[src/hdl/dpc_pkg.sv]
package dpc_pkg;

    // Field widths of the two input channels and the dew point output.
    localparam int T_W  = 15;
    localparam int H_W  = 14;
    localparam int DP_W = 15;

    // Fixed-point settings.
    localparam int FRAC_BITS_DEF = 16;
    localparam int E_W           = 4;
    localparam int MANT_BITS     = 30;
    localparam int M_W           = MANT_BITS + 1;
    localparam int LOG10_2_Q30   = 323228497;
    localparam int LOG_C_W       = 29;

    // Magnus constants in hundredths.
    localparam int MAGNUS_A_CENTI = 1762;
    localparam int MAGNUS_B_CENTI = 24312;
    localparam int DEN_SCALE      = 100;
    localparam int DEN2_W         = 22;
    localparam int PROD2_W        = 26;
    localparam int T1_DIV         = 4343;
    localparam int T1_SCALE       = 10000;
    localparam int T1_QUO_INT     = T1_SCALE / T1_DIV;
    localparam int T1_REM_SCALE   = T1_SCALE - T1_QUO_INT * T1_DIV;
    localparam int DP_SCALE       = 2431200;
    localparam int DP_SCALE_W     = 23;

    // Output saturation limits.
    localparam int DP_MAX     = 16383;
    localparam int DP_NEG_MAG = 16384;

    typedef struct packed {
        logic signed [T_W-1:0] temp_centi;
        logic [H_W-1:0]        humidity_centi;
    } t_dpc_in;

    typedef struct packed {
        logic signed [DP_W-1:0] dew_point_centi;
        logic                   invalid;
    } t_dpc_out;

endpackage

[src/hdl/dpc_log_cell.sv]
// One squaring step of the base-2 logarithm: squares the mantissa and
// renormalizes it, setting one result bit when the square reaches two.
module dpc_log_cell import dpc_pkg::*; #(
    parameter int RW  = 20,
    parameter int BIT = 0,
    parameter int SW  = 1
) (
    input  logic           i_clk,
    input  logic           i_rst_n,
    input  logic           i_en,
    input  logic           i_valid,
    input  logic [M_W-1:0] i_m,
    input  logic [RW-1:0]  i_r,
    input  logic [SW-1:0]  i_side,
    output logic           o_valid,
    output logic [M_W-1:0] o_m,
    output logic [RW-1:0]  o_r,
    output logic [SW-1:0]  o_side
);

    logic [2*M_W-1:0] w_sq;
    logic [M_W:0]     w_m2;
    logic [M_W-1:0]   n_m;
    logic [RW-1:0]    n_r;
    logic             r_valid;
    logic [M_W-1:0]   r_m;
    logic [RW-1:0]    r_r;
    logic [SW-1:0]    r_side;

    always_comb begin
        w_sq = (2*M_W)'(i_m) * (2*M_W)'(i_m);
        w_m2 = w_sq[MANT_BITS +: M_W+1];
        if (w_m2[M_W]) begin
            n_m = w_m2[M_W:1];
            n_r = i_r | (RW'(1) << BIT);
        end else begin
            n_m = w_m2[M_W-1:0];
            n_r = i_r;
        end
    end

    always_ff @(posedge i_clk) begin
        if (!i_rst_n) begin
            r_valid <= 1'b0;
        end else if (i_en) begin
            r_valid <= i_valid;
        end
    end

    always_ff @(posedge i_clk) begin
        if (i_en) begin
            r_m    <= n_m;
            r_r    <= n_r;
            r_side <= i_side;
        end
    end

    assign o_valid = r_valid;
    assign o_m     = r_m;
    assign o_r     = r_r;
    assign o_side  = r_side;

endmodule

[config.mk]
export PLATFORM = sky130hd
export DESIGN_NAME = dpc_log_cell
export DESIGN_NICKNAME = d
export VERILOG_FILES = /design/src/hdl/dpc_pkg.sv /design/src/hdl/dpc_log_cell.sv
export SDC_FILE = /design/constraint.sdc
export NUM_CORES = 2
export LEC_CHECK = 0
export ABC_AREA = 1
export ABC_CLOCK_PERIOD_IN_PS = 10200
export CAP_MARGIN = 20
export CELL_PAD_IN_SITES_DETAIL_PLACEMENT = 1
export CELL_PAD_IN_SITES_GLOBAL_PLACEMENT = 1
export CORE_MARGIN = 2
export CORE_UTILIZATION = 52
export CTS_CLUSTER_DIAMETER = 200
export DETAILED_ROUTE_END_ITERATION = 7
export DONT_BUFFER_PORTS = 1
export GPL_ROUTABILITY_DRIVEN = 1
export PLACE_DENSITY = 0.88
export SETUP_SLACK_MARGIN = 0.05
export SLEW_MARGIN = 20
export SYNTH_ARGS = -nofsm -noshare
export SYNTH_HDL_FRONTEND = slang
export SYNTH_SLANG_ARGS = --single-unit
export TNS_END_PERCENT = 20
[constraint.sdc]
create_clock -name i_clk -period 10.2 [get_ports i_clk]
set_input_delay 1.02 -clock i_clk [delete_from_list [all_inputs] [get_ports i_clk]]
set_output_delay 1.02 -clock i_clk [all_outputs]
set_load 0.05 [all_outputs]
; ---- Word level (Yosys, flattened, before mapping)
; Index checks and enable logic that the tools add are counted.
[classes]
n_mul = 1
muxes = 1
[op_table]
columns = cell, count
row1 = 31-bit by 31-bit multiplier with 62-bit output, 1
row2 = 30-bit 2-to-1 mux, 1
[totals]
regBits = 53
out_inout_bits = 53

; ---- Depth between registers and ports, before layout
[logic_depth]
depth_word = 2
ltp_mapped = 34
depth_no_buf = 31

; ---- Least setup slack after synthesis
; No wires, ideal clock.
[synth_timing]
path_type = input to register
startpoint = input i_m[25]
endpoint = register r_m[15] (netlist: o_m[15]), data pin
slack_ns = 2.649
t_required_ns = 9.948
path_stages = 29
arrival_time_ns = 7.299
path_cell_list = clkbuf_1 buf_1 nand2_1 fa_1 fa_1 inv_1 fa_1 inv_1 fa_1 inv_1 fa_1 fa_1 fa_1 inv_1 fa_1 inv_1 ha_1 nand2_1 nor2_4 inv_2 nor3_4 nand2_2 nor2_2 nand2_2 nand3_1 nand2_4 buf_6 nand2_1 nand2_1
[synth_via]
elab_chain_len = 2
[synth_lines]
columns = item, line_no
row1 = from (decl), dpc_log_cell.sv:12  ; input logic [M_W-1:0] i_m,
row2 = 31-bit by 31-bit multiplier with 62-bit output, dpc_log_cell.sv:31  ; w_sq = (2*M_W)'(i_m) * (2*M_W)'(i_m);
row3 = 30-bit 2-to-1 mux, dpc_log_cell.sv:33  ; if (w_m2[M_W]) begin
row4 = net n_m[15], dpc_log_cell.sv:23  ; logic [M_W-1:0] n_m;
row5 = to (signal assigned), dpc_log_cell.sv:52  ; r_m <= n_m;
row6 = to (decl), dpc_log_cell.sv:26  ; logic [M_W-1:0] r_m;
; The timed path passes the listed nets, and every way through them passes these cells.
; A chain may end at the register's enable or synchronous reset.

; ---- Worst setup path after layout
[layout_timing]
startpoint = input i_m[25]
endpoint = register r_r[0] (netlist: o_r[0]), data pin
[layout_via]
elab_chain_len = 1
[layout_lines]
columns = item, line_no
row1 = 31-bit by 31-bit multiplier with 62-bit output, dpc_log_cell.sv:31
row2 = to (signal assigned), dpc_log_cell.sv:53  ; r_r <= n_r;
row3 = to (decl), dpc_log_cell.sv:27  ; logic [RW-1:0] r_r;
; No other way between the ends.

==> out/metrics.cfg <==
[finish]
register_area_um2=1580
final_common_cell=inv_1
num-nets-final=4902
diodes=0
area_growth_pct=2.23
drive_gt1_share_pct=0.940
multi_input_area_um2=24200
layout_common_cells=1344 x inv_1, 1060 x nand2_1, 747 x fa_1
nFillCells=7396

[synth]
synth_seq_cells=53
yosys_warnings=0
syn_area_per_cell_um2=7.96
synthCells=3924
synth_area_leaders=fa_1 48%, inv_1 16%, nand2_1 13%, ha_1 11%, edfxtp_1 5.0%
seq_area_frac_synth_pct=5.06
syn_area_um2=31200
synthesis.nets=4996
netlist.area_leader.share_pct=47.9
yosysTopAreaCell=fa_1
ys_types=40

[critical_path]
critPathMaxFanout=31
r2r-end=o_valid
critPathRequiredTime_ns=10.25
arrival_ns=7.92
endpoint_kind=flop
cp-start-kind=input pin
worstSetupPathType=input pin to flop
ff2ff_path_depth=2
rrSetupSlack_ns=9.15
rr_startpoint=o_valid

[hold_path]
hold_depth=0
hold_class=input pin to flop
hp-start=i_r[9]
min_to=o_r[9]

[global_routing]
antenna_found_initial=0
grt_first_pass_wirelength_um=164000
grtUsageTotal_pct=34.4
grt_max_degree=55
first_global_vias=30392
grt_overflow=0

[cts]
clk_latency_ns=0.30
cts_buffers=5
cts_htree_levels=2
cts_resized=0
clockRootBuffer=clkbuf_16
clock_path_buffers=2
cts_hold_buf=0
cts.sinks=53
post_cts_buffers=0
cts_tree=yes
clk_pin_slew_ns=0.08

[place]
hpwl_um=86800
gp_congestion=0.920
port_buffers=0

[timing]
setup_violations=0
grt_setup_unrepaired=no
slew_headroom_pct=59.6
clock_skew_ns=0
finalCritPeriodShare_pct=77.2
min_period_ns=7.87
tns_ns=0
slew_violations=0
tightest_slew_ns=0.602
hold_viol=0
fmax_mhz=127

[job]
drv_cap=0

[run_status]
status=completed

[drt]
drt_iter0_markers=1359
via_per_inst=5.36
drt_drc_violations_left=0
ant_nets=0
drt-pass1-iter-count=5
wirelength_um=102000
vias=24662
wl_per_cell_um=22.1

[floorplan]
fp-row-count=89
start_util_pct=52.7
die_y_um=249
core_area_um2=59200
die-area_um2=62000
die_w_um=249
ios=109

## synthesized netlist by cell type
cell	count
a21oi_2	1
xor2_1	21
nor3_2	1
fa_1	747
and2_0	2
ha_1	269
buf_6	6
and3_1	2
nor2_2	3
nand3_1	65
xnor2_1	10
or2_2	4
nor3_4	1
edfxtp_1	52
nor2_1	101
nand3b_1	4
o21bai_1	11
o21ai_1	1
and2_1	1
o21ai_0	15
nor4_1	5
a31oi_1	1
inv_1	1344
a31o_2	2
nand4_1	15
a21o_1	2
a21boi_1	1
or2_1	1
nor2_4	1
inv_2	3
buf_1	9
nand2_2	11
dfxtp_1	1
buf_2	1
clkbuf_1	85
clkinv_1	1
nor3_1	8
nand2_4	1
a21oi_1	55
nand2_1	1060
## worst max-delay path, stage by stage
cell     delay, ns
nand2_1       0.10
fa_1          0.68
inv_1         0.21
fa_1          0.53
fa_1          0.53
inv_1         0.05
fa_1          0.48
inv_1         0.06
fa_1          0.51
fa_1          0.52
fa_1          0.54
inv_1         0.05
fa_1          0.47
inv_1         0.05
ha_1          0.38
nand2_2       0.17
inv_1         0.06
nand2_1       0.07
nand2_1       0.07
nand2_1       0.07
nand2_1       0.07
nand2_1       0.06
nand2_1       0.09
a21oi_2       0.22
nand2_2       0.10
nand2_2       0.07
nand2_2       0.31
or2_1         0.34
## kinds of logic after synthesis
group / after synthesis / synth area share, %
AOI/OAI and AO/OA: 89 / 1.58
xor gates and xnor gates: 31 / 0.869
adders and majority gates: 1016 / 58.7
buffers and inverters: 1449 / 17.6
DFF: 53 / 5.06
and+or+nand+nor: 1286 / 16.3
## state kept, by name, indices dropped and copies added, names as in the netlist
name and count:
o_valid 1, o_m 31, o_r 20, o_side 1
## stage by stage
stage	setup WS, ns	instances	utilization [%]	area [um^2]	hold slack (ns)
final	2.33	4604	53.9	31900	0.806
after global routing	1.98	4604	53.9	31900	0.792
after CTS	2.49	4604	53.9	31900	0.803
after detailed placement	2.21	4596	53.6	31800	0.835
after global placement	2.52	4596	53.6	31800	0.785
after floorplan	2.65	3924	-	31200	0.753
## area by class of cell
cell class / count / share of cell area, %
multi-input cells: 2422 / 75.7
clock buffers: 5 / 0.392
flip-flops and latches: 53 / 4.95
clock inverters: 3 / 0.0901
inverters: 1348 / 15.8
well taps: 773 / 3.03
## how the worst max path moves through the flow
stage	endpoint	startpoint	slack, ns
detailed placement	o_r[0]	i_m[22]	2.21
global placement	o_r[0]	i_m[15]	2.52
CTS	o_r[0]	i_m[22]	2.49
global route	o_r[0]	i_m[25]	1.98
finish	o_r[0]	i_m[25]	2.33
floorplan	o_m[15]	i_m[25]	2.65
## per-layer routing
metal	GRT usage (%)	wire [um]
met5	0	0
met4	22.2	7880
met3	5.80	5790
met2	62.5	52500
met1	37.1	35300
Power is left out: the tool's default activity adds up to more than one toggle a clock period on the data nets, which glitch-free logic cannot reach.
