[config.mk]
export PLATFORM = sky130hd
export DESIGN_NAME = dpc_divider
export DESIGN_NICKNAME = d
export VERILOG_FILES = /design/src/hdl/dpc_div_cell.sv /design/src/hdl/dpc_divider.sv
export SDC_FILE = /design/constraint.sdc
export NUM_CORES = 1
export LEC_CHECK = 0
export ABC_CLOCK_PERIOD_IN_PS = 2100
export BUFFER_PORTS_ARGS = -buffer_cell sky130_fd_sc_hd__buf_4
export CAP_MARGIN = 5
export CORE_AREA = 3 3 243 245
export CTS_BUF_LIST = sky130_fd_sc_hd__clkbuf_8
export CTS_CLUSTER_SIZE = 30
export DETAILED_ROUTE_END_ITERATION = 6
export DIE_AREA = 0 0 246 248
export PLACE_DENSITY_LB_ADDON = 0.3
export SLEW_MARGIN = 40
export SYNTH_ARGS = -nofsm -noshare
export SYNTH_HDL_FRONTEND = slang
export SYNTH_SLANG_ARGS = --single-unit
[constraint.sdc]
create_clock -name i_clk -period 2.1 [get_ports i_clk]
set_input_delay 0.63 -clock i_clk [delete_from_list [all_inputs] [get_ports i_clk]]
set_output_delay 0.63 -clock i_clk [all_outputs]
set_load 0.05 [all_outputs]
[src/hdl/dpc_div_cell.sv]
// One restoring division step: brings down the next numerator bit and
// shifts one quotient bit into the low end of the numerator register.
module dpc_div_cell #(
    parameter int NW = 16,
    parameter int DW = 8,
    parameter int SW = 1
) (
    input  logic          i_clk,
    input  logic          i_rst_n,
    input  logic          i_en,
    input  logic          i_valid,
    input  logic [DW-1:0] i_rem,
    input  logic [NW-1:0] i_aq,
    input  logic [DW-1:0] i_den,
    input  logic [SW-1:0] i_side,
    output logic          o_valid,
    output logic [DW-1:0] o_rem,
    output logic [NW-1:0] o_aq,
    output logic [DW-1:0] o_den,
    output logic [SW-1:0] o_side
);

    logic [DW:0]   w_trial;
    logic [DW:0]   w_diff;
    logic          w_ge;
    logic [DW-1:0] n_rem;
    logic [NW-1:0] n_aq;
    logic          r_valid;
    logic [DW-1:0] r_rem;
    logic [NW-1:0] r_aq;
    logic [DW-1:0] r_den;
    logic [SW-1:0] r_side;

    always_comb begin
        w_trial = {i_rem, i_aq[NW-1]};
        w_diff  = w_trial - {1'b0, i_den};
        w_ge    = (w_trial >= {1'b0, i_den});
        n_rem   = w_ge ? w_diff[DW-1:0] : w_trial[DW-1:0];
        n_aq    = {i_aq[NW-2:0], w_ge};
    end

    always_ff @(posedge i_clk) begin
        if (!i_rst_n) begin
            r_valid <= 1'b0;
        end else if (i_en) begin
            r_valid <= i_valid;
        end
    end

    always_ff @(posedge i_clk) begin
        if (i_en) begin
            r_rem  <= n_rem;
            r_aq   <= n_aq;
            r_den  <= i_den;
            r_side <= i_side;
        end
    end

    assign o_valid = r_valid;
    assign o_rem   = r_rem;
    assign o_aq    = r_aq;
    assign o_den   = r_den;
    assign o_side  = r_side;

endmodule

[src/hdl/dpc_divider.sv]
// Pipelined unsigned divider: a row of NW restoring cells, one quotient
// bit per cell, with side data traveling alongside.
module dpc_divider #(
    parameter int NW = 16,
    parameter int DW = 8,
    parameter int SW = 1
) (
    input  logic          i_clk,
    input  logic          i_rst_n,
    input  logic          i_en,
    input  logic          i_valid,
    input  logic [NW-1:0] i_num,
    input  logic [DW-1:0] i_den,
    input  logic [SW-1:0] i_side,
    output logic          o_valid,
    output logic [NW-1:0] o_quo,
    output logic [SW-1:0] o_side
);

    logic          w_valid [0:NW];
    logic [DW-1:0] w_rem   [0:NW];
    logic [NW-1:0] w_aq    [0:NW];
    logic [DW-1:0] w_den   [0:NW];
    logic [SW-1:0] w_side  [0:NW];

    assign w_valid[0] = i_valid;
    assign w_rem[0]   = '0;
    assign w_aq[0]    = i_num;
    assign w_den[0]   = i_den;
    assign w_side[0]  = i_side;

    for (genvar k = 0; k < NW; k++) begin : g_cell
        dpc_div_cell #(
            .NW (NW),
            .DW (DW),
            .SW (SW)
        ) u_cell (
            .i_clk   (i_clk),
            .i_rst_n (i_rst_n),
            .i_en    (i_en),
            .i_valid (w_valid[k]),
            .i_rem   (w_rem[k]),
            .i_aq    (w_aq[k]),
            .i_den   (w_den[k]),
            .i_side  (w_side[k]),
            .o_valid (w_valid[k+1]),
            .o_rem   (w_rem[k+1]),
            .o_aq    (w_aq[k+1]),
            .o_den   (w_den[k+1]),
            .o_side  (w_side[k+1])
        );
    end

    assign o_valid = w_valid[NW];
    assign o_quo   = w_aq[NW];
    assign o_side  = w_side[NW];

endmodule

# == Yosys cells after proc, flatten, opt, wreduce, memory -nomap -nowiden ==
# Cells that the tools add are included.
# Widths: inputs -> output; s select.
# word_totals
ff_bits,528
latch_bits,0
ram_bits,0
rom_bits,0
out_inout_bits,18
elab_cells,125
n_memories,0
# classes
add_sub_neg,15
n_mul,0
div,0
n_lt_le_gt_ge,16
eq_ne,0
n_shift,0
mux,15
bitwise,0
reduce_logical,0
# op_table
op,count
$ge 9x8->1,15
$mux 8,14
$sub 8x8->8,14
$ge 1x8->1,1
$sub 1x8->8,1
$mux 1,1

# == Logic depth before layout (Yosys ltp) ==
# logic_depth
word_depth,2
depth_mapped,8
depth_no_buf,8

# == By module ==
# Synthesis repeated with hierarchy kept, for this count alone.
# unflattened
hier_cells,1650
area_unflattened_um2,24878.9
# modules_own_cells
module,instances,cells_per_inst,area_per_inst_um2
dpc_div_cell (g_cell[13].u_cell ...),9,104,1546.5
dpc_div_cell (g_cell[0].u_cell ...),6,102,1566.5
dpc_div_cell (g_cell[3].u_cell),1,101,1557.7
dpc_divider,1,1,3.8

# == Worst setup path before layout ==
# Ideal clock, no wire load.
# synth_timing
path_kind,flip-flop to flip-flop
startpoint,register g_cell[11].u_cell.r_rem[2]
endpoint,"register g_cell[12].u_cell.r_rem[2], data pin"
t_arrival_ns,1.876
t_required_ns,1.840
setup_slack_ns,-0.036
stages_incl_launch_ff,7
path_buffers,0
cell_sequence,edfxtp_1 > ha_1 > a21o_1 > a21oi_2 > o21ai_0 > a21boi_2 > mux2_2
# synth_between
elab_chain_cells,2
# synth_rtl
element,line_no,text
"start, declared",dpc_div_cell.sv:29,logic [DW-1:0] r_rem;
"start signal, assigned",dpc_div_cell.sv:52,r_rem <= n_rem;
$ge 9x8->1,dpc_div_cell.sv:37,"w_ge = (w_trial >= {1'b0, i_den});"
$mux 8,dpc_div_cell.sv:38,n_rem = w_ge ? w_diff[DW-1:0] : w_trial[DW-1:0];
named net g_cell[12].u_cell.n_rem[2],dpc_div_cell.sv:26,logic [DW-1:0] n_rem;
"end signal, assigned",dpc_div_cell.sv:52,
"end, declared",dpc_div_cell.sv:29,
# The timed path passes the listed nets, and every way through them passes these cells.
# A chain may end at the register's enable or synchronous reset.

# == Worst setup path in the final report ==
# layout_timing
startpoint,register g_cell[3].u_cell.r_rem[2]
endpoint,"register g_cell[4].u_cell.r_rem[7], data pin"
# layout_between
elab_chain_cells,2
word_cells_on_any_way,3
# layout_rtl
element,line_no,text
"start, declared",dpc_div_cell.sv:29,
"start signal, assigned",dpc_div_cell.sv:52,
$ge 9x8->1,dpc_div_cell.sv:37,
named net g_cell[4].u_cell.w_ge,dpc_div_cell.sv:25,logic w_ge;
$mux 8,dpc_div_cell.sv:38,
named net g_cell[4].u_cell.n_rem[7],dpc_div_cell.sv:26,
"end signal, assigned",dpc_div_cell.sv:52,
"end, declared",dpc_div_cell.sv:29,
# The timed path passes the listed nets, and every way through them passes these cells.

==> qor.csv <==
stage,metric,value,unit
sta,skew final,0.0358,ns
run_status,status,"finished, violations left",
finish,n_diodes,0,
synthesis,Area contributors post-synth,"edfxtp_1 (68%), ha_1 (6.7%), inv_1 (2.7%)",
power,Peak supply drop,0.571,mV
synthesis,sequential share of the synthesized area,69.2,%
sta,Worst slew margin,66.8,%
floorplanning,Placement Rows,88,
floorplanning,initial core utilization,39.5,%
critical_path,CP max FO,2,
synthesis,"EDFF count, synth",512,
sta,Worst-Margin Slew,0.493,ns
clocking,Sink Count,528,
clocking,htree depth,3,
synthesis,area fraction of the dominant cell type after synthesis,67.8,%
synthesis,Mapped Nets,1700,
place,post-placement setup slack,-0.144,ns
floorplanning,Die W,246,um
place,IO Port Bufs,46,
routing,routed vias/inst,4.85,
sta,Max Slew Vio Count,0,
grt,largest net degree at the start of global routing,57,
clocking,TritonCTS clock tree,done,
place,dpl cells,2490,
place,Final HPWL DP,26500,um
power,PD cells,1200,nW/um2
critical_path,Setup CP Type,register to register,
routing,DR pass1 iterations,5,
critical_path,WP data required,2.51,ns
floorplanning,Ports,47,
critical_path,reg2reg setup slack,-0.02,ns
routing,Iter 0 DRT Violations,550,
run_status,failing checks,negative setup slack,
power,leakage power,0.0110,uW
place,routability cong.,0.850,
critical_path,worst setup path start,g_cell[3].u_cell.o_rem[2],
critical_path,worst reg2reg startpoint,g_cell[3].u_cell.o_rem[2],
flow_run,Max Cap Viol,0,
critical_path,RR Endpoint,g_cell[4].u_cell.o_rem[7],
grt,vias in the first global route,13300,
synthesis,Yosys top cell by area,edfxtp_1,
routing,Post-DRT Antenna Nets,0,
routing,routed wire length per instance,14.9,um
clocking,clock buffer count from CTS,91,
floorplanning,Core Region,57400,um2
synthesis,Synth Flop Type,edfxtp_1,
floorplanning,die area,61000,um2
synthesis,Yosys warnings,0,
finish,most frequent cells in the layout,"edfxtp_1 (512), buf_4 (239), inv_1 (168), clkbuf_8 (94), nand2_1 (85)",
sta,f_max,471,MHz
grt,gr ovfl total,0,
floorplanning,die height,248,um
sta,fin worst setup slack,-0.0235,ns
sta,fin crit period,2.12,ns
critical_path,reg2reg path depth,7,
grt,first-pass GRT wire length,64300,um
routing,Vias,13200,
synthesis,synthesized cell area,22700,um2
clocking,CTS Buffer Depth,3,
sta,"Hold Vio Cnt, Final",0,
power,Tot Pwr,34300,uW
sta,Final setup viols,2,
clocking,worst-skew pair later-pin latency,0.68,ns
grt,total track usage,13.0,%
clocking,cts hold-fix bufs,0,
synthesis,"Async S/R FF share, synth",0,%
finish,layout cells sized above 1,31.3,%
synthesis,Gate Count Post-Synth,1535,
sta,hold slack final,0.138,ns
critical_path,CP endpoint kind,register,
synthesis,syn avg cell area,14.8,um2
finish,"commonest non-fill, non-tap cell in the layout",edfxtp_1,
routing,DRT Wirelength,40600,um
grt,initial antenna violation count,0,
sta,unrepaired setup endpoints after global routing,true,
critical_path,Critical path destination,g_cell[4].u_cell.o_rem[7],
finish,Final Instance Count excl. Fillers,2725,
critical_path,CP startpoint kind,register,
synthesis,Unique masters post-synth,55,
sta,fin crit share,101,%
clocking,clk root buf,clkbuf_8,
finish,Layout Nets,2051,
critical_path,WP data arrival,2.53,ns
routing,DRC violations left,0,
finish,Area growth syn-to-layout,25.9,%
clocking,clock slew at reported path FFs,0.06,ns
min_path,Worst Hold Class,input port to register,
synthesis,"flops & latches, synth",528,
==> state kept, by name, indices dropped and copies added (netlist names) <==
| name | cells |
|---|---|
| g_cell.u_cell.o_side | 16 |
| g_cell.u_cell.o_valid | 16 |
| g_cell.u_cell.o_rem | 120 |
| g_cell.u_cell.o_aq | 256 |
| g_cell.u_cell.o_den | 120 |
==> per-stage QoR <==
stage          area [um2]  TNS, ns  util [%]
2_1_floorplan       22700        0         -
3_3_place_gp        25300    -1.44      44.1
3_5_place_dp        25300    -3.35      44.1
4_1_cts             27500  -0.0497      47.9
5_1_grt             28500   -0.690      49.8
6_report            28500  -0.0238      49.8
==> cell type report <==
class / count / area [um2]
fill: 4882 / 28800
clock buffer: 94 / 1290
timing repair buffer: 270 / 2270
clock inverter: 73 / 417
sequential: 528 / 15700
tap: 765 / 957
inverter: 161 / 604
multi-input combinational: 834 / 7310
==> what timing repair did <==
item | in CTS | in global routing
endpoints found under the setup margin | 83 | 104
resized for setup | 56 | 190
gates cloned | 3 | 3
setup buffers | 23 | 39
pin swaps | 17 | 51
==> routing by layer <==
layer / wire length, um / track usage (%) / part of all wire, % / up-vias
li1: - / - / - / 6471
met1: 17100 / 15.5 / 42 / 6364
met2: 20400 / 22.4 / 50 / 268
met3: 1920 / 3.12 / 4.7 / 100
met4: 1140 / 5.80 / 2.8 / 0
met5: 0 / 0 / 0 / -
==> critical path, cell delays in order, from the launching register on <==
cell and delay (ns):
edfxtp_1 0.41, ha_1 0.32, and4_1 0.22, and2_4 0.17, a221oi_2 0.28, buf_4 0.18, inv_1 0.06, o22a_1 0.22
==> power by group <==
| part | total, uW | switching, uW | internal [uW] |
|---|---|---|---|
| Sequential | 14700 | 853 | 13800 |
| Combinational | 11000 | 5360 | 5650 |
| Clock | 8670 | 4120 | 4550 |
| Total | 34300 | 10300 | 24000 |
==> cells in the mapped netlist, drive strengths merged (4+ instances only) <==
cell	instances
a211oi	17
a21boi	13
a21o	21
a21oi	77
a221oi	7
a31o	9
and2	15
and3	5
and4	8
buf	10
dfxtp	16
edfxtp	512
fa	14
ha	122
inv	161
mux2	27
mux2i	31
nand2	87
nand2b	25
nand3	12
nand3b	7
nor2	37
nor2b	35
nor3	14
o21a	27
o21ai	111
o22a	7
o31a	9
o31ai	16
or2	8
or3	5
or4	4
xnor2	21
xor2	21
==> worst min path at each step <==
| stage | cells after the start | endpoint | slack [ns] | start |
|---|---|---|---|---|
| final | 1 | g_cell[0].u_cell.o_aq[13] | 0.14 | i_num[12] |
| after floorplan | 0 | g_cell[10].u_cell.o_aq[10] | 0.40 | g_cell[9].u_cell.o_aq[9] |
| after global routing | 1 | g_cell[0].u_cell.o_aq[13] | 0.07 | i_num[12] |
| after global placement | 0 | g_cell[6].u_cell.o_aq[11] | 0.40 | g_cell[5].u_cell.o_aq[10] |
| after CTS | 1 | g_cell[0].u_cell.o_aq[6] | 0.05 | i_num[5] |
| after detailed placement | 0 | g_cell[12].u_cell.o_aq[11] | 0.40 | g_cell[11].u_cell.o_aq[10] |
==> logic make-up after synthesis <==
logic type / synth area share [%]
DFF: 69.2
xor gates and xnor gates: 1.62
and+or+nand+nor: 6.15
AOI/OAI and AO/OA: 9.36
adders and majority gates: 7.97
muxes: 2.71
buffers and inverters: 2.95
No activity file was read; power rests on OpenSTA's default activity.
